File: config.mk
export PLATFORM = sky130hd
export DESIGN_NAME = bitmap_glyph_text_plotter_core_flat
export DESIGN_NICKNAME = d
export VERILOG_FILES = /design/src/hdl/bgtp_pkg.sv /design/src/hdl/bgtp_if.sv /design/src/hdl/bitmap_glyph_text_plotter_core.sv /design/src/flat_wrapper.sv
export SDC_FILE = /design/constraint.sdc
export NUM_CORES = 1
export LEC_CHECK = 0
export ABC_CLOCK_PERIOD_IN_PS = 7040
export BUFFER_PORTS_ARGS = -buffer_cell sky130_fd_sc_hd__buf_2
export CAP_MARGIN = 5
export CORE_MARGIN = 10
export CORE_UTILIZATION = 27
export DETAILED_ROUTE_END_ITERATION = 16
export PLACE_DENSITY_LB_ADDON = 0.1
export SYNTH_ARGS = -nofsm -noshare
export SYNTH_HDL_FRONTEND = slang
export SYNTH_SLANG_ARGS = --single-unit
export TNS_END_PERCENT = 50
File: constraint.sdc
create_clock -name clk -period 7.04 [get_ports clk]
set_clock_uncertainty 0.15 [all_clocks]
set_input_delay 1.056 -clock clk [delete_from_list [all_inputs] [get_ports clk]]
set_output_delay 1.056 -clock clk [all_outputs]
set_load 0.005 [all_outputs]
File: src/hdl/bgtp_pkg.sv
// Shared widths, register codes and the glyph ROM of the bitmap glyph text plotter.
`timescale 1ns / 1ps

package bgtp_pkg;

	// Payload widths of the character, pixel and configuration words
	localparam int unsigned CHAR_W    = 8;
	localparam int unsigned POS_W     = 12;
	localparam int unsigned COLOUR_W  = 8;
	localparam int unsigned OFFSET_W  = 22;
	localparam int unsigned DIM_REG_W = 11;
	localparam int unsigned CFG_IDX_W = 2;
	localparam int unsigned CURSOR_W  = 16;

	// Defaults for the top-level parameters
	localparam int unsigned FRAME_DIM_MAX_DEF = 1024;
	localparam int unsigned GLYPH_ROWS_DEF    = 7;
	localparam int unsigned GLYPH_COLS_DEF    = 4;

	// Register reset values
	localparam int unsigned FRAME_W_RESET = 400;
	localparam int unsigned FRAME_H_RESET = 240;

	// Register indexes on the configuration port
	localparam logic [CFG_IDX_W-1:0] REG_FRAME_WIDTH  = 2'd0;
	localparam logic [CFG_IDX_W-1:0] REG_FRAME_HEIGHT = 2'd1;

	// Character code handling
	localparam logic [CHAR_W-1:0] ASCII_MAX  = 8'd127;
	localparam logic [CHAR_W-1:0] QMARK_CODE = 8'h3F;
	localparam logic [CHAR_W-1:0] CTRL_LIMIT = 8'd32;

	// Font ROM geometry: seven rows of four bits, row 0 in the top nibble
	localparam int unsigned FONT_ROWS = 7;
	localparam int unsigned FONT_COLS = 4;
	localparam int unsigned ADV_W     = 3;
	localparam logic [ADV_W-1:0] CTRL_ADV = 3'd4;

	typedef struct packed {
		logic [FONT_ROWS*FONT_COLS-1:0] rows;
		logic [ADV_W-1:0]               adv;
	} glyph_t;

	// Glyph lookup; control codes are blank with width four, unknown codes blank with width zero.
	function automatic glyph_t font_glyph(input logic [CHAR_W-1:0] code);
		glyph_t g;
		g.rows = '0;
		g.adv  = '0;
		if (code < CTRL_LIMIT) begin
			g.adv = CTRL_ADV;
		end else begin
			case (code)
				" ":  g = '{28'h0000000, 3'd3};
				"!":  g = '{28'h4444040, 3'd4};
				"\"": g = '{28'hAA00000, 3'd4};
				"#":  g = '{28'hAFAFA00, 3'd4};
				"%":  g = '{28'h9249000, 3'd4};
				"(":  g = '{28'h2444200, 3'd3};
				")":  g = '{28'h4222400, 3'd3};
				"+":  g = '{28'h04E4000, 3'd4};
				",":  g = '{28'h0000448, 3'd4};
				"-":  g = '{28'h00E0000, 3'd4};
				".":  g = '{28'h0000400, 3'd4};
				"/":  g = '{28'h1248000, 3'd4};
				"0":  g = '{28'h6999600, 3'd4};
				"1":  g = '{28'h2622700, 3'd4};
				"2":  g = '{28'h6924F00, 3'd4};
				"3":  g = '{28'h6929600, 3'd4};
				"4":  g = '{28'h99F1100, 3'd4};
				"5":  g = '{28'hF8E1E00, 3'd4};
				"6":  g = '{28'h68E9600, 3'd4};
				"7":  g = '{28'hF124400, 3'd4};
				"8":  g = '{28'h6969600, 3'd4};
				"9":  g = '{28'h6971600, 3'd4};
				":":  g = '{28'h0404000, 3'd4};
				"A":  g = '{28'h69F9900, 3'd4};
				"B":  g = '{28'hE9E9E00, 3'd4};
				"C":  g = '{28'h6989600, 3'd4};
				"D":  g = '{28'hE999E00, 3'd4};
				"E":  g = '{28'hF8E8F00, 3'd4};
				"F":  g = '{28'hF8E8800, 3'd4};
				"G":  g = '{28'h78B9700, 3'd4};
				"H":  g = '{28'h99F9900, 3'd4};
				"I":  g = '{28'hE444E00, 3'd4};
				"J":  g = '{28'h1119600, 3'd4};
				"K":  g = '{28'h9ACA900, 3'd4};
				"L":  g = '{28'h8888F00, 3'd4};
				"M":  g = '{28'h9FF9900, 3'd4};
				"N":  g = '{28'h9DB9900, 3'd4};
				"O":  g = '{28'h6999600, 3'd4};
				"P":  g = '{28'hE9E8800, 3'd4};
				"Q":  g = '{28'h699B700, 3'd4};
				"R":  g = '{28'hE9EA900, 3'd4};
				"S":  g = '{28'h7861E00, 3'd4};
				"T":  g = '{28'hE444400, 3'd4};
				"U":  g = '{28'h9999600, 3'd4};
				"V":  g = '{28'h9996600, 3'd4};
				"W":  g = '{28'h99FF900, 3'd4};
				"X":  g = '{28'h9969900, 3'd4};
				"Y":  g = '{28'h9971600, 3'd4};
				"Z":  g = '{28'hF248F00, 3'd4};
				"a":  g = '{28'h0699700, 3'd4};
				"b":  g = '{28'h8E99E00, 3'd4};
				"c":  g = '{28'h0788700, 3'd4};
				"d":  g = '{28'h1799700, 3'd4};
				"e":  g = '{28'h06F8700, 3'd4};
				"f":  g = '{28'h34E4400, 3'd4};
				"g":  g = '{28'h0797160, 3'd4};
				"h":  g = '{28'h8E99900, 3'd4};
				"i":  g = '{28'h4044400, 3'd4};
				"j":  g = '{28'h2022A40, 3'd4};
				"k":  g = '{28'h8ACA900, 3'd4};
				"l":  g = '{28'h4444200, 3'd4};
				"m":  g = '{28'h0FF9900, 3'd4};
				"n":  g = '{28'h0E99900, 3'd4};
				"o":  g = '{28'h0699600, 3'd4};
				"p":  g = '{28'h0E9E880, 3'd4};
				"q":  g = '{28'h0797110, 3'd4};
				"r":  g = '{28'h0BC8800, 3'd4};
				"s":  g = '{28'h07C3E00, 3'd4};
				"t":  g = '{28'h4E44300, 3'd4};
				"u":  g = '{28'h0999700, 3'd4};
				"v":  g = '{28'h0996600, 3'd4};
				"w":  g = '{28'h09FF900, 3'd4};
				"x":  g = '{28'h0966900, 3'd4};
				"y":  g = '{28'h0997160, 3'd4};
				"z":  g = '{28'h0F24F00, 3'd4};
				default: g = '{'0, '0};
			endcase
		end
		return g;
	endfunction

	// One glyph row as an 8-bit vector, the leftmost column in the highest used bit.
	function automatic logic [7:0] font_row(input glyph_t g, input int unsigned r);
		logic [7:0] v;
		v = '0;
		if (r < FONT_ROWS) begin
			v = {4'b0000, g.rows[(FONT_ROWS-1-r)*FONT_COLS +: FONT_COLS]};
		end
		return v;
	endfunction

endpackage

File: src/hdl/bgtp_if.sv
// Handshake channel interfaces of the glyph plotter: character input, pixel output, register write.
`timescale 1ns / 1ps

interface bgtp_char_if
	import bgtp_pkg::*;
();
	logic                       valid;
	logic                       ready;
	logic [CHAR_W-1:0]          char_code;
	logic                       string_start;
	logic signed [POS_W-1:0]    start_x;
	logic signed [POS_W-1:0]    start_y;
	logic [COLOUR_W-1:0]        red;
	logic [COLOUR_W-1:0]        green;
	logic [COLOUR_W-1:0]        blue;

	modport source (output valid, char_code, string_start, start_x, start_y, red, green, blue,
		input ready);
	modport sink (input valid, char_code, string_start, start_x, start_y, red, green, blue,
		output ready);
endinterface

interface bgtp_pix_if
	import bgtp_pkg::*;
();
	logic                  valid;
	logic                  ready;
	logic [OFFSET_W-1:0]   pixel_offset;
	logic [COLOUR_W-1:0]   out_blue;
	logic [COLOUR_W-1:0]   out_green;
	logic [COLOUR_W-1:0]   out_red;
	logic                  last_pixel;

	modport source (output valid, pixel_offset, out_blue, out_green, out_red, last_pixel,
		input ready);
	modport sink (input valid, pixel_offset, out_blue, out_green, out_red, last_pixel,
		output ready);
endinterface

interface bgtp_cfg_if
	import bgtp_pkg::*;
();
	logic                   valid;
	logic                   ready;
	logic [CFG_IDX_W-1:0]   index;
	logic [DIM_REG_W-1:0]   data;

	modport source (output valid, index, data, input ready);
	modport sink (input valid, index, data, output ready);
endinterface

File: src/hdl/bitmap_glyph_text_plotter_core.sv
// Top level of the bitmap glyph text plotter: microcoded sequencer and its datapath.
`timescale 1ns / 1ps

// The plotter takes one character word and writes its glyph into a column-rotated BGR
// framebuffer, one pixel word per set glyph bit that lands inside the frame, the last one
// flagged. A character is accepted in the wait step, followed by two set-up steps (glyph
// fetch with clipping masks, then base address) and a scan of the glyph cell at one cell per
// cycle while the pixel output can take each drawn pixel; the scan ends at the last drawn
// pixel. The single pixel output register lets the next character be accepted while
// the final pixel of the previous one still waits. Register writes are taken on any
// cycle; values above FRAME_DIM_MAX are stored as FRAME_DIM_MAX.
module bitmap_glyph_text_plotter_core
	import bgtp_pkg::*;
#(
	parameter int unsigned FRAME_DIM_MAX = FRAME_DIM_MAX_DEF,
	parameter int unsigned GLYPH_ROWS    = GLYPH_ROWS_DEF,
	parameter int unsigned GLYPH_COLS    = GLYPH_COLS_DEF
) (
	input  logic         clk,
	input  logic         arst_n,
	bgtp_char_if.sink    chars,
	bgtp_pix_if.source   pixels,
	bgtp_cfg_if.sink     cfg
);

	localparam int unsigned DIM_FIT = $clog2(FRAME_DIM_MAX + 1);
	localparam int unsigned DIM_W   = (DIM_FIT > DIM_REG_W) ? DIM_FIT : DIM_REG_W;
	localparam int unsigned CMP_W   = (DIM_W + 1 > CURSOR_W + 2) ? DIM_W + 1 : CURSOR_W + 2;
	localparam int unsigned CELLS   = GLYPH_ROWS * GLYPH_COLS;
	localparam int unsigned COL_W   = $clog2(GLYPH_COLS);

	// Sequencer step addresses
	localparam logic [1:0] STEP_WAIT  = 2'd0;
	localparam logic [1:0] STEP_FETCH = 2'd1;
	localparam logic [1:0] STEP_BASE  = 2'd2;
	localparam logic [1:0] STEP_SCAN  = 2'd3;

	typedef enum logic [1:0] {
		C_NEVER,
		C_TAKEN,
		C_DONE
	} cond_t;

	typedef struct packed {
		cond_t      cond;
		logic [1:0] target;
		logic       stay;
		logic       take_in;
		logic       fetch;
		logic       base;
		logic       scan;
	} uword_t;

	// Control store: one word per step
	localparam uword_t UCODE [0:3] = '{
		'{cond: C_TAKEN, target: STEP_FETCH, stay: 1'b1, take_in: 1'b1, fetch: 1'b0,
			base: 1'b0, scan: 1'b0},
		'{cond: C_NEVER, target: STEP_WAIT, stay: 1'b0, take_in: 1'b0, fetch: 1'b1,
			base: 1'b0, scan: 1'b0},
		'{cond: C_NEVER, target: STEP_WAIT, stay: 1'b0, take_in: 1'b0, fetch: 1'b0,
			base: 1'b1, scan: 1'b0},
		'{cond: C_DONE, target: STEP_WAIT, stay: 1'b1, take_in: 1'b0, fetch: 1'b0,
			base: 1'b0, scan: 1'b1}
	};

	logic [1:0]                  pc_q;
	uword_t                      uw;
	logic [DIM_W-1:0]            frame_w_q;
	logic [DIM_W-1:0]            frame_h_q;
	logic [DIM_W-1:0]            cfg_dim;
	logic signed [CURSOR_W-1:0]  cursor_q;
	logic [CHAR_W-1:0]           code_q;
	logic signed [POS_W-1:0]     sy_q;
	logic [COLOUR_W-1:0]         red_q;
	logic [COLOUR_W-1:0]         green_q;
	logic [COLOUR_W-1:0]         blue_q;
	logic [ADV_W-1:0]            adv_q;
	logic [CELLS-1:0]            mask_q;
	logic [COL_W-1:0]            col_q;
	logic [OFFSET_W-1:0]         prod_q;
	logic [OFFSET_W-1:0]         h3_q;
	logic [OFFSET_W-1:0]         rowstep_q;
	logic [OFFSET_W-1:0]         off_q;
	logic                        out_valid_q;
	logic [OFFSET_W-1:0]         out_offset_q;
	logic [COLOUR_W-1:0]         out_blue_q;
	logic [COLOUR_W-1:0]         out_green_q;
	logic [COLOUR_W-1:0]         out_red_q;
	logic                        out_last_q;

	glyph_t                      glyph;
	logic [CELLS-1:0]            kept;
	logic [OFFSET_W-1:0]         cx_ext;
	logic [OFFSET_W-1:0]         h_ext;
	logic [OFFSET_W-1:0]         sy_ext;
	logic [OFFSET_W-1:0]         base_sum;
	logic [CURSOR_W:0]           cursor_next;
	logic                        taken;
	logic                        out_free;
	logic                        emit;
	logic                        advance;
	logic                        rest_empty;
	logic                        done;
	logic                        cond_hit;

	assign uw = UCODE[pc_q];

	// Handshakes and scan-step control
	assign chars.ready = uw.take_in;
	assign cfg.ready   = 1'b1;
	assign taken       = chars.valid & uw.take_in;
	assign out_free    = ~out_valid_q | pixels.ready;
	assign rest_empty  = (mask_q[CELLS-1:1] == '0);
	assign emit        = uw.scan & mask_q[0] & out_free;
	assign advance     = uw.scan & (~mask_q[0] | out_free);
	assign done        = advance & rest_empty;

	always_comb begin
		unique case (uw.cond)
			C_NEVER: cond_hit = 1'b0;
			C_TAKEN: cond_hit = taken;
			C_DONE:  cond_hit = done;
			default: cond_hit = 1'b0;
		endcase
	end

	// Step counter
	always_ff @(posedge clk or negedge arst_n) begin
		if (!arst_n) begin
			pc_q <= STEP_WAIT;
		end else if (cond_hit) begin
			pc_q <= uw.target;
		end else if (!uw.stay) begin
			pc_q <= pc_q + 2'd1;
		end
	end

	// Register writes, clamped to the largest supported frame dimension
	assign cfg_dim = (DIM_W'(cfg.data) > DIM_W'(FRAME_DIM_MAX)) ?
		DIM_W'(FRAME_DIM_MAX) : DIM_W'(cfg.data);

	always_ff @(posedge clk or negedge arst_n) begin
		if (!arst_n) begin
			frame_w_q <= DIM_W'(FRAME_W_RESET);
			frame_h_q <= DIM_W'(FRAME_H_RESET);
		end else if (cfg.valid) begin
			unique case (cfg.index)
				REG_FRAME_WIDTH:  frame_w_q <= cfg_dim;
				REG_FRAME_HEIGHT: frame_h_q <= cfg_dim;
				default: ;
			endcase
		end
	end

	// Glyph fetch and clipping: one row mask and one column mask, combined per cell.
	always_comb begin
		logic [7:0]               rb;
		logic signed [CMP_W-1:0]  px;
		logic signed [CMP_W-1:0]  py;
		logic [GLYPH_COLS-1:0]    col_ok;
		logic [GLYPH_ROWS-1:0]    row_ok;
		glyph = font_glyph(code_q);
		for (int c = 0; c < GLYPH_COLS; c++) begin
			px = $signed({{(CMP_W-CURSOR_W){cursor_q[CURSOR_W-1]}}, cursor_q}) +
				$signed(CMP_W'(c));
			col_ok[c] = ~px[CMP_W-1] &
				(px < $signed({{(CMP_W-DIM_W){1'b0}}, frame_w_q}));
		end
		for (int r = 0; r < GLYPH_ROWS; r++) begin
			py = $signed({{(CMP_W-POS_W){sy_q[POS_W-1]}}, sy_q}) + $signed(CMP_W'(r));
			row_ok[r] = ~py[CMP_W-1] &
				(py < $signed({{(CMP_W-DIM_W){1'b0}}, frame_h_q}));
		end
		for (int r = 0; r < GLYPH_ROWS; r++) begin
			rb = font_row(glyph, r);
			for (int c = 0; c < GLYPH_COLS; c++) begin
				kept[r*GLYPH_COLS + c] = rb[GLYPH_COLS-1-c] & col_ok[c] & row_ok[r];
			end
		end
	end

	// Address arithmetic is kept modulo the offset width, which is all the output shows.
	assign cx_ext   = {{(OFFSET_W-CURSOR_W){cursor_q[CURSOR_W-1]}}, cursor_q};
	assign h_ext    = {{(OFFSET_W-DIM_W){1'b0}}, frame_h_q};
	assign sy_ext   = {{(OFFSET_W-POS_W){sy_q[POS_W-1]}}, sy_q};
	assign base_sum = prod_q + h_ext - OFFSET_W'(1) - sy_ext;

	// Cursor advance by width plus one, saturating at the largest positive column
	assign cursor_next = {cursor_q[CURSOR_W-1], cursor_q} + (CURSOR_W+1)'(adv_q) +
		(CURSOR_W+1)'(1);

	always_ff @(posedge clk or negedge arst_n) begin
		if (!arst_n) begin
			cursor_q <= '0;
		end else if (taken && chars.string_start) begin
			cursor_q <= {{(CURSOR_W-POS_W){chars.start_x[POS_W-1]}}, chars.start_x};
		end else if (uw.base) begin
			if (!cursor_next[CURSOR_W] && cursor_next[CURSOR_W-1]) begin
				cursor_q <= {1'b0, {(CURSOR_W-1){1'b1}}};
			end else begin
				cursor_q <= cursor_next[CURSOR_W-1:0];
			end
		end
	end

	// Datapath registers loaded by the set-up steps and walked by the scan step
	always_ff @(posedge clk) begin
		if (taken) begin
			code_q  <= (chars.char_code > ASCII_MAX) ? QMARK_CODE : chars.char_code;
			sy_q    <= chars.start_y;
			red_q   <= chars.red;
			green_q <= chars.green;
			blue_q  <= chars.blue;
		end
		if (uw.fetch) begin
			adv_q  <= glyph.adv;
			mask_q <= kept;
			prod_q <= cx_ext * h_ext;
			h3_q   <= (h_ext << 1) + h_ext;
		end
		if (uw.base) begin
			off_q     <= (base_sum << 1) + base_sum;
			rowstep_q <= OFFSET_W'(0) - (h3_q * OFFSET_W'(GLYPH_COLS - 1)) - OFFSET_W'(3);
			col_q     <= '0;
		end
		if (advance) begin
			mask_q <= mask_q >> 1;
			if (col_q == COL_W'(GLYPH_COLS - 1)) begin
				col_q <= '0;
				off_q <= off_q + rowstep_q;
			end else begin
				col_q <= col_q + COL_W'(1);
				off_q <= off_q + h3_q;
			end
		end
		if (emit) begin
			out_offset_q <= off_q;
			out_blue_q   <= blue_q;
			out_green_q  <= green_q;
			out_red_q    <= red_q;
			out_last_q   <= rest_empty;
		end
	end

	// Pixel word output register
	always_ff @(posedge clk or negedge arst_n) begin
		if (!arst_n) begin
			out_valid_q <= 1'b0;
		end else if (emit) begin
			out_valid_q <= 1'b1;
		end else if (pixels.ready) begin
			out_valid_q <= 1'b0;
		end
	end

	assign pixels.valid        = out_valid_q;
	assign pixels.pixel_offset = out_offset_q;
	assign pixels.out_blue     = out_blue_q;
	assign pixels.out_green    = out_green_q;
	assign pixels.out_red      = out_red_q;
	assign pixels.last_pixel   = out_last_q;

endmodule

File: src/flat_wrapper.sv
// flat-port wrapper written by rule: the top's interface ports become plain ports
module bitmap_glyph_text_plotter_core_flat import bgtp_pkg::*;
#(
	parameter int unsigned FRAME_DIM_MAX = FRAME_DIM_MAX_DEF,
	parameter int unsigned GLYPH_ROWS    = GLYPH_ROWS_DEF,
	parameter int unsigned GLYPH_COLS    = GLYPH_COLS_DEF
)
  (clk, arst_n, chars_valid, chars_char_code, chars_string_start, chars_start_x, chars_start_y, chars_red, chars_green, chars_blue, chars_ready, pixels_valid, pixels_pixel_offset, pixels_out_blue, pixels_out_green, pixels_out_red, pixels_last_pixel, pixels_ready, cfg_valid, cfg_index, cfg_data, cfg_ready);
  bgtp_char_if chars_i ();
  bgtp_pix_if pixels_i ();
  bgtp_cfg_if cfg_i ();
  input  logic clk;
  input  logic arst_n;
  input wire logic [$bits(chars_i.valid)-1:0] chars_valid;
  input wire logic [$bits(chars_i.char_code)-1:0] chars_char_code;
  input wire logic [$bits(chars_i.string_start)-1:0] chars_string_start;
  input wire logic [$bits(chars_i.start_x)-1:0] chars_start_x;
  input wire logic [$bits(chars_i.start_y)-1:0] chars_start_y;
  input wire logic [$bits(chars_i.red)-1:0] chars_red;
  input wire logic [$bits(chars_i.green)-1:0] chars_green;
  input wire logic [$bits(chars_i.blue)-1:0] chars_blue;
  output wire logic [$bits(chars_i.ready)-1:0] chars_ready;
  output wire logic [$bits(pixels_i.valid)-1:0] pixels_valid;
  output wire logic [$bits(pixels_i.pixel_offset)-1:0] pixels_pixel_offset;
  output wire logic [$bits(pixels_i.out_blue)-1:0] pixels_out_blue;
  output wire logic [$bits(pixels_i.out_green)-1:0] pixels_out_green;
  output wire logic [$bits(pixels_i.out_red)-1:0] pixels_out_red;
  output wire logic [$bits(pixels_i.last_pixel)-1:0] pixels_last_pixel;
  input wire logic [$bits(pixels_i.ready)-1:0] pixels_ready;
  input wire logic [$bits(cfg_i.valid)-1:0] cfg_valid;
  input wire logic [$bits(cfg_i.index)-1:0] cfg_index;
  input wire logic [$bits(cfg_i.data)-1:0] cfg_data;
  output wire logic [$bits(cfg_i.ready)-1:0] cfg_ready;
  assign chars_i.valid = chars_valid;
  assign chars_i.char_code = chars_char_code;
  assign chars_i.string_start = chars_string_start;
  assign chars_i.start_x = chars_start_x;
  assign chars_i.start_y = chars_start_y;
  assign chars_i.red = chars_red;
  assign chars_i.green = chars_green;
  assign chars_i.blue = chars_blue;
  assign chars_ready = chars_i.ready;
  assign pixels_valid = pixels_i.valid;
  assign pixels_pixel_offset = pixels_i.pixel_offset;
  assign pixels_out_blue = pixels_i.out_blue;
  assign pixels_out_green = pixels_i.out_green;
  assign pixels_out_red = pixels_i.out_red;
  assign pixels_last_pixel = pixels_i.last_pixel;
  assign pixels_i.ready = pixels_ready;
  assign cfg_i.valid = cfg_valid;
  assign cfg_i.index = cfg_index;
  assign cfg_i.data = cfg_data;
  assign cfg_ready = cfg_i.ready;
  bitmap_glyph_text_plotter_core #(.FRAME_DIM_MAX(FRAME_DIM_MAX), .GLYPH_ROWS(GLYPH_ROWS), .GLYPH_COLS(GLYPH_COLS)) u_core (.clk(clk), .arst_n(arst_n), .chars(chars_i), .pixels(pixels_i), .cfg(cfg_i));
endmodule
=== After elaboration in Yosys (flattened, before gate mapping) ===
Memories as Yosys holds them, arrays and structs flattened. A register that Yosys moved wholly into a read port is not among the register bits.
Cells that the tools add are included.

* $add $sub $neg: 22
* Multiply operators: 2
* Magnitude comparators: 15
* Eq/ne operators: 5
* Muxes and demuxes: 24
* Bitwise operators: 88
* Reductions and logical operators: 12

{| class="wikitable"
|+ Operator list
! cell !! number
|-
| less-than comparator 18 x 12 -> 1 bit || 9
|-
| bitwise AND 1 bit || 72
|-
| adder 22 bit || 3
|-
| two-way mux 22 bit || 3
|-
| two-way mux 27 bit || 2
|-
| two-way mux 16 bit || 3
|-
| adder 12 x 4 -> 13 bit, second input constant || 3
|-
| adder 16 x 3 -> 17 bit, second input constant || 2
|-
| two-way mux 31 bit || 1
|-
| two-way mux 28 bit || 1
|-
| zero test 27 bit || 1
|-
| adder 12 x 3 -> 13 bit, second input constant || 2
|-
| adder 22 x 11 -> 22 bit || 1
|-
| multiplier 16 x 12 -> 22 bit || 1
|-
| multiplier 22 x 2 -> 22 bit, second input constant || 1
|-
| subtractor 1 x 22 -> 22 bit, first input constant || 1
|-
| subtractor 22 x 1 -> 22 bit, second input constant || 1
|-
| subtractor 22 x 2 -> 22 bit, second input constant || 1
|-
| subtractor 22 bit || 1
|-
| binary-select mux 9 bit (select 2 bit) || 1
|-
| two-way mux 9 bit || 2
|-
| adder 16 x 2 -> 17 bit, second input constant || 1
|-
| adder 16 x 4 -> 17 bit || 1
|-
| adder 17 x 1 -> 17 bit, second input constant || 1
|-
| other kinds (26) || 53
|}

* Bits in registers: 253
* Memory bits (read-only): 3584
* Input bits: 75
* Output and inout port bits: 50
* Logic and storage cells: 193
* Memories kept: 1

{| class="wikitable"
|+ Memory list
! memory !! depth !! bits a word !! rd ports !! clocked after memory_dff !! write ports !! RTL line !! source
|-
| (no name shown) || 128 || 28 || 1 || 1 || 0 || bgtp_pkg.sv:52 || <nowiki>case (code)</nowiki>
|}

=== Logic depth before layout (Yosys ltp) ===
Gate-level depths: netlist of the first run.

* Depth after elaboration: 8
* Depth in mapped cells: 24
* Depth with buffers taken out: 21

=== Worst setup path after synthesis of the first run ===
No wires, ideal clock.

* Path kind: register -> register
* Start: reg u_core.cursor_q[4]
* End: reg u_core.prod_q[21] (data pin)
* Setup time: 0.260 ns
* Arrival time: 5.367 ns
* Data required time: 6.630 ns
* Slack: 1.263 ns
* Stages on the path, launching flop included: 21
* Path buffers: 3
* Clock period less this slack: 5.777 ns
* Path through: dfrtp_1 -> clkbuf_1 -> clkbuf_1 -> clkbuf_1 -> nand2_1 -> fa_1 -> inv_1 -> fa_1 -> fa_1 -> fa_1 -> inv_1 -> fa_1 -> inv_1 -> ha_1 -> and3_1 -> a21oi_1 -> o21ai_0 -> o41ai_1 -> o2111ai_1 -> a21oi_1 -> xnor2_1

* Longest elaborated chain between the ends: 1

{| class="wikitable"
|+ Ends and longest elaborated chain
! item !! RTL line !! source
|-
| start: declaration || bitmap_glyph_text_plotter_core.sv:71 || <nowiki>logic signed [CURSOR_W-1:0] cursor_q;</nowiki>
|-
| start signal: assignment || bitmap_glyph_text_plotter_core.sv:196 || <nowiki>cursor_q <= {{(CURSOR_W-POS_W){chars.start_x[POS_W-1]}}, chars.start_x};</nowiki>
|-
| start signal: assignment || bitmap_glyph_text_plotter_core.sv:199 || <nowiki>cursor_q <= {1'b0, {(CURSOR_W-1){1'b1}}};</nowiki>
|-
| start signal: assignment || bitmap_glyph_text_plotter_core.sv:201 || <nowiki>cursor_q <= cursor_next[CURSOR_W-1:0];</nowiki>
|-
| multiplier 16 x 12 -> 22 bit || bitmap_glyph_text_plotter_core.sv:218 || <nowiki>prod_q <= cx_ext * h_ext;</nowiki>
|-
| end signal: assignment || bitmap_glyph_text_plotter_core.sv:218 ||
|-
| end: declaration || bitmap_glyph_text_plotter_core.sv:80 || <nowiki>logic [OFFSET_W-1:0] prod_q;</nowiki>
|}

No other way between the ends.
A chain may end at the register's enable or synchronous reset.

=== Worst setup path after layout of the first run ===
* Start: reg u_core.frame_h_q[5]
* End: reg u_core.off_q[21] (data pin)

* Longest elaborated chain between the ends: 6

{| class="wikitable"
|+ Ends and longest elaborated chain
! item !! RTL line !! source
|-
| start: declaration || bitmap_glyph_text_plotter_core.sv:69 || <nowiki>logic [DIM_W-1:0] frame_h_q;</nowiki>
|-
| start signal: assignment || bitmap_glyph_text_plotter_core.sv:145 || <nowiki>frame_h_q <= DIM_W'(FRAME_H_RESET);</nowiki>
|-
| start signal: assignment || bitmap_glyph_text_plotter_core.sv:149 || <nowiki>REG_FRAME_HEIGHT: frame_h_q <= cfg_dim;</nowiki>
|-
| adder 22 x 11 -> 22 bit || bitmap_glyph_text_plotter_core.sv:186 || <nowiki>assign base_sum = prod_q + h_ext - OFFSET_W'(1) - sy_ext;</nowiki>
|-
| subtractor 22 x 1 -> 22 bit || bitmap_glyph_text_plotter_core.sv:186 ||
|-
| subtractor 22 bit || bitmap_glyph_text_plotter_core.sv:186 ||
|-
| adder 22 bit || bitmap_glyph_text_plotter_core.sv:222 || <nowiki>off_q <= (base_sum << 1) + base_sum;</nowiki>
|-
| two-way mux 22 bit || bitmap_glyph_text_plotter_core.sv:221 || <nowiki>if (uw.base) begin</nowiki>
|-
| two-way mux 22 bit || bitmap_glyph_text_plotter_core.sv:226 || <nowiki>if (advance) begin</nowiki>
|-
| end signal: assignment || bitmap_glyph_text_plotter_core.sv:222 ||
|-
| end signal: assignment || bitmap_glyph_text_plotter_core.sv:230 || <nowiki>off_q <= off_q + rowstep_q;</nowiki>
|-
| end signal: assignment || bitmap_glyph_text_plotter_core.sv:233 || <nowiki>off_q <= off_q + h3_q;</nowiki>
|-
| end: declaration || bitmap_glyph_text_plotter_core.sv:83 || <nowiki>logic [OFFSET_W-1:0] off_q;</nowiki>
|}

No other way between the ends. The select of a mux whose other input is x is not followed.

==> results.toml, run 1 <==
[outcome]
status = "completed"

[cts]
cts_inserted_buffers = 36
htree_levels = 2
cts.root.buffer_cell = "clkbuf_16"
cts_tree = "done"
path_clk_slew_ns = 0.06
cts_resized = 0
holdBufCountCts = 0
worstSkewPairLatency_ns = 0.55
cts.path.max_buffers = 3
cts_sinks = 260
postCtsSetupBuffers = 0

[floorplanning]
die_y_um = 325
initial_core_util_pct = 27.3
coreArea_sq_um = 91900
ioPinCount = 125
die-area_sq_um = 106000
row_count = 111
die_w_um = 325

[logic_synthesis]
synth-edff-count = 192
syn-cell-area_sq_um = 25100
synth.distinct_cells = 92
async_reset_ff_share_pct = 15.8
syn_nets = 3278
synth_seq_area_share_pct = 29.2
synth_warnings = 0
synthFlopType = "edfxtp_1"
synth.avg_cell_area_sq_um = 9.09
netlist_instances = 2761
synth-seq-cells = 260

[sta]
relSlewSlack_pct = 24.4
fmax_mhz = 162
layout_setup_ws_ns = 0.858
report.final.slew_viol_count = 0
fin_crit_sh_pct = 87.8
tightest_slew_ns = 1.13
setup_tns_ns = 0
rsz0062_at_grt = "false"
setup_violations = 0
period_minus_slack_ns = 6.18
final-hold-violation-count = 0

[critical_path]
crit_path_start_kind = "flip-flop"
reg2reg_from = "u_core.frame_h_q[5]"
cp_num_buf_inv = 2
cp_max_fo = 19
worstPathArrival_ns = 6.30
cpLargestDelayFamily = "compound AO/OA/AOI/OAI gates"
cp.required_ns = 7.15
path_cells = "inv_1 -> fa_1 -> inv_1 -> ha_1 -> a2111oi_4 -> a21boi_4 -> o21a_1 -> o21ai_0 -> xnor2_1 -> ha_1 -> a21o_1 -> or3_1 -> a211oi_1 -> o31ai_1 -> or2_0 -> a311o_1 -> mux2_4 -> xnor2_1 -> a21oi_1"
r2r-end = "u_core.off_q[21]"
criticalPathCategory = "reg2reg"
crit_cells = 19
endpoint_kind = "flip-flop"
r2r_cells = 19
rrSetupSlack_ns = 0.86
slowest_delay_ns = 0.80
crit_path_top_delay_cell = "dfstp_2"

[grt]
grt_pass1_vias = 21000
grt_max_degree = 50
antenna_found_initial = 2
grt_pass1_wl_um = 126000
track_usage_pct = 15.0
grt_overflow = 0

[layout]
fillCellCount = 9752
areaGrowthSynthToFinish_pct = 13.2
post-route-util_pct = 30.9
final_nets = 3368
drive_above_1_share_pct = 10.2
mostFrequentLayoutCells = "inv_1 (318), nand2_1 (311), ha_1 (297), nor2_1 (210), edfxtp_1 (192)"
final_common_cell = "inv_1"
fin_area_sq_um = 28400

[power_and_ir_drop]
power_density_nw_per_um2 = 421
peakVddDrop_uv = 363
cellLeakagePower_uw = 0.0124

[hold_path]
worstHoldPathType = "reg2reg"
worst_hold_path.num_cells = 0
hold_start = "u_core.blue_q[6]"
min_to = "u_core.pixels.out_blue[6]"

[placement]
dp_slack_ns = 0.856
hpwlAfterDp_um = 62000
io_buffers = 123
gp_congestion = 0.897
dpl_cell_area_sq_um = 27300

[detailed_routing]
first_pass_iters = 7
vias_per_cell = 4.89
detail_route.wl_per_cell_um = 19.6
vias = 20100
drt-total-wl_um = 81000
antenna_left = 0
drc = 0
drtIter0Drc = 1249

[run]
drv_cap = 0
-- worst max-delay path by stage --
stage,start,endpoint
after floorplan,u_core.cursor_q[4],u_core.prod_q[21]
after global routing,u_core.frame_h_q[5],u_core.prod_q[20]
after detailed placement,u_core.frame_h_q[5],u_core.off_q[21]
after CTS,u_core.frame_h_q[5],u_core.off_q[21]
after global placement,u_core.frame_h_q[5],u_core.off_q[21]
final,u_core.frame_h_q[5],u_core.off_q[21]
-- worst reg2reg max path, cell delays in order, from the launching register on --
cell,delay (ns)
dfstp_2,0.80
inv_1,0.36
fa_1,0.58
inv_1,0.04
ha_1,0.39
a2111oi_4,0.41
a21boi_4,0.29
o21a_1,0.19
o21ai_0,0.11
xnor2_1,0.23
ha_1,0.33
a21o_1,0.21
or3_1,0.31
a211oi_1,0.26
o31ai_1,0.14
or2_0,0.25
a311o_1,0.36
mux2_4,0.26
xnor2_1,0.13
a21oi_1,0.08
-- where the power goes --
group          internal (uW)  total, uW  switching (uW)  leakage [uW]
registers               2370       2730             359       0.00251
logic                   3110       7480            4370       0.00928
clock network           1040       1770             732      0.000557
total                   6520      12000            5460        0.0124
-- cell type report --
cell class                      instances  area (sq um)  area share [%]
Tap cell                             1243          1560            5.47
Clock inverter                         24           186           0.656
Multi-Input combinational cell       2054         16100            56.8
Antenna cell                            2          5.00          0.0176
Timing Repair Buffer                  178          1040            3.66
Clock buffer                           41           941            3.31
Sequential cell                       260          7340            25.8
Inverter                              321          1200            4.24
-- cell families after synthesis --
group / Yosys count / share of synthesized area [%]
adder cells (fa/ha/maj): 442 / 26.3
other: 2 / 0.0299
XOR/XNOR: 177 / 6.17
buffers and inverters: 447 / 6.74
AO/OA/AOI/OAI: 625 / 16.3
multiplexers: 22 / 0.977
AND/OR/NAND/NOR: 786 / 14.2
flip-flops: 260 / 29.2
-- routing by layer --
layer  wire length, um  global-route usage, %  share of wire (%)
met1             37800                   20.1                 47
met2             37900                   25.1                 47
met3              3610                   2.11                4.5
met4              1710                   3.58                2.1
met5                 0                      0                  0
-- synthesized netlist by cell type, drive strengths merged (17+ instances only) --
master / instances / area [sq um]
dfrtp: 34 / 851
a32o: 24 / 240
a21boi: 17 / 139
nor3: 31 / 155
edfxtp: 192 / 5770
dfxtp: 27 / 541
nor2: 212 / 798
nor2b: 20 / 125
nand2: 311 / 1170
inv: 318 / 1190
a21o: 63 / 473
fa: 144 / 2880
ha: 298 / 3730
buf: 17 / 77.6
and2: 51 / 319
o21ai: 159 / 800
a31oi: 28 / 175
xor2: 72 / 631
mux2: 17 / 195
xnor2: 105 / 920
o21a: 29 / 218
nand2b: 29 / 181
o22ai: 24 / 150
nand3: 48 / 240
clkbuf: 109 / 409
a21oi: 155 / 780
-- stage by stage --
step	hold WS, ns	cells	power, uW
after global routing	0.269	4122	13300
final	0.263	4123	12000
after floorplan	0.250	2761	8140
after detailed placement	0.255	4056	10300
after CTS	0.265	4121	12200
after global placement	0.251	4056	10300
Power figures use the tool's default switching activity.
==> run 2, diff against run 1 <==
--- a/config.mk
+++ b/config.mk
@@ -11,7 +11,6 @@
 export CORE_MARGIN = 10
 export CORE_UTILIZATION = 27
 export DETAILED_ROUTE_END_ITERATION = 16
-export PLACE_DENSITY_LB_ADDON = 0.1
 export SYNTH_ARGS = -nofsm -noshare
 export SYNTH_HDL_FRONTEND = slang
 export SYNTH_SLANG_ARGS = --single-unit
==> run 2 against run 1 <==
  * First-iteration DRC count is 38% higher
  * Sequential share of layout area is 0.12 points higher
  * Global-route usage shrank 2.2 points
  * Non-clock buffer count shrank 6
  * Combinational power shrank 4.3%
  * Worst setup slack improved by 0.14 ns
  * Sequential power about the same
  * Largest cell class unchanged
  * Critical path depth increased by 1
  * Hold slack worse by 0.0054 ns
  * Clock power is 5% lower
  * Total power decreased by 3.3%
==> results.toml, run 2 (synthesis results as in run 1) <==
[power_and_ir_drop]
power_density_nw_per_um2 = 409
peakVddDrop_uv = 378
cellLeakagePower_uw = 0.0123
power_uw = 11600

[detailed_routing]
drt-total-wl_um = 69600
antenna_left = 0
first_pass_iters = 6
drc = 0
detail_route.wl_per_cell_um = 16.9
vias_per_cell = 4.83
vias = 19900
drtIter0Drc = 1728

[cts]
cts_sinks = 260
htree_levels = 2
holdBufCountCts = 0
path_clk_slew_ns = 0.07
cts_tree = "done"
worstSkewPairLatency_ns = 0.56
cts_inserted_buffers = 34
cts_resized = 0
cts.path.max_buffers = 3
cts.root.buffer_cell = "clkbuf_16"
postCtsSetupBuffers = 0

[floorplanning]
row_count = 111
die-area_sq_um = 106000
die_w_um = 325
ioPinCount = 125
coreArea_sq_um = 91900
die_y_um = 325
initial_core_util_pct = 27.3

[critical_path]
cp_num_buf_inv = 2
rrSetupSlack_ns = 1.00
cp.required_ns = 7.18
cpMostUsedCell = "a21oi_1"
cpLargestDelayFamily = "compound AO/OA/AOI/OAI gates"
path_cells = "inv_1 -> fa_1 -> inv_1 -> ha_1 -> a21o_1 -> a21oi_2 -> nor3b_2 -> a21oi_1 -> a21oi_1 -> xnor2_1 -> ha_1 -> a21o_1 -> or3_1 -> a211oi_1 -> o31ai_1 -> or2_0 -> a311o_1 -> mux2_4 -> xnor2_1 -> a21oi_1"
reg2reg_from = "u_core.frame_h_q[8]"
slowest_delay_ns = 0.81
endpoint_kind = "flip-flop"
worstPathArrival_ns = 6.17
r2r-end = "u_core.off_q[21]"
cp_max_fo = 18
startpoint = "u_core.frame_h_q[8]"
crit_path_top_delay_cell = "dfrtp_1"
crit_cells = 20
r2r_cells = 20
criticalPathCategory = "reg2reg"
crit_path_start_kind = "flip-flop"

[layout]
areaGrowthSynthToFinish_pct = 12.7
post-route-util_pct = 30.8
final_common_cell = "inv_1"
multi_input_area_sq_um = 16100
drive_above_1_share_pct = 10.0
antennaDiodeCount = 0
final_nets = 3360
seqCellArea_sq_um = 7340
fillCellCount = 9747
mostFrequentLayoutCells = "inv_1 (318), nand2_1 (311), ha_1 (297), nor2_1 (210), edfxtp_1 (192)"

[sta]
rsz0062_at_grt = "false"
setup_violations = 0
layout_setup_ws_ns = 1.00
final-hold-violation-count = 0
report.final.slew_viol_count = 0
period_minus_slack_ns = 6.04
tightest_slew_ns = 1.10
fmax_mhz = 166
setup_tns_ns = 0
fin_hold_ws_ns = 0.258
relSlewSlack_pct = 26.7
fin_crit_sh_pct = 85.8

[grt]
grt_pass1_vias = 19700
antenna_found_initial = 4
grt_max_degree = 50
grt_pass1_wl_um = 110000
grt_overflow = 0
track_usage_pct = 12.8

[run]
drv_cap = 0

[hold_path]
worstHoldPathType = "reg2reg"
hold_start = "u_core.blue_q[6]"
worst_hold_path.num_cells = 0
min_to = "u_core.pixels.out_blue[6]"

[outcome]
status = "completed"

[placement]
hpwlAfterDp_um = 53400
gp_congestion = 0.945
io_buffers = 123
dp_slack_ns = 1.07
[run 2: changes by cell type in the layout (fill, tap and decap cells not counted), sizes merged]
cell,before,now
buf,178,172
clkbuf,41,38
diode,2,0
clkinvlp,1,3
clkinv,20,14
inv,322,326
bufinv,2,1
[run 2: how the worst max path moves through the flow]
stage	end	slack (ns)
after floorplan	u_core.prod_q[21]	1.26
after global placement	u_core.off_q[21]	1.20
after detailed placement	u_core.off_q[21]	1.07
after CTS	u_core.off_q[21]	1.03
after global routing	u_core.off_q[21]	0.58
final	u_core.off_q[21]	1.00
[run 2: metrics by stage]
stage                     instances  area (sq um)
after floorplan                2761         25100
after global placement         4050         27200
after detailed placement       4050         27200
after CTS                      4111         28300
after global routing           4111         28300
final                          4111         28300
[run 2: power by group]
group	total (uW)	internal [uW]	switching, uW	leakage [uW]
clock	1690	970	724	0.000527
sequential	2720	2370	356	0.00251
combinational	7160	3060	4090	0.00925
total	11600	6400	5170	0.0123
[run 2: area by class of cell]
type / instances / share of cell area (%)
clock inverter: 23 / 0.632
sequential: 260 / 25.9
inverter: 321 / 4.26
timing repair buffer: 172 / 3.48
multi-input combinational: 2054 / 57.0
tap: 1243 / 5.50
clock buffer: 38 / 3.17
[run 2: worst register-to-register path: cells and delay by family, from the launching register on]
family	cells	cell delay [ns]
adder cells (fa/ha/maj)	3	1.14
flip-flops	1	0.81
XOR/XNOR	2	0.34
buffers and inverters	2	0.48
AO/OA/AOI/OAI	9	1.78
AND/OR/NAND/NOR	3	0.80
multiplexers	1	0.26
[run 2: routing by layer]
| metal | track usage [%] | up-vias | routed length [um] |
|---|---|---|---|
| met2 | 20.4 | 606 | 31100 |
| li1 | - | 9662 | - |
| met1 | 17.3 | 9463 | 32200 |
| met4 | 3.91 | 8 | 1950 |
| met3 | 2.43 | 136 | 4370 |
| met5 | 0 | - | 53 |
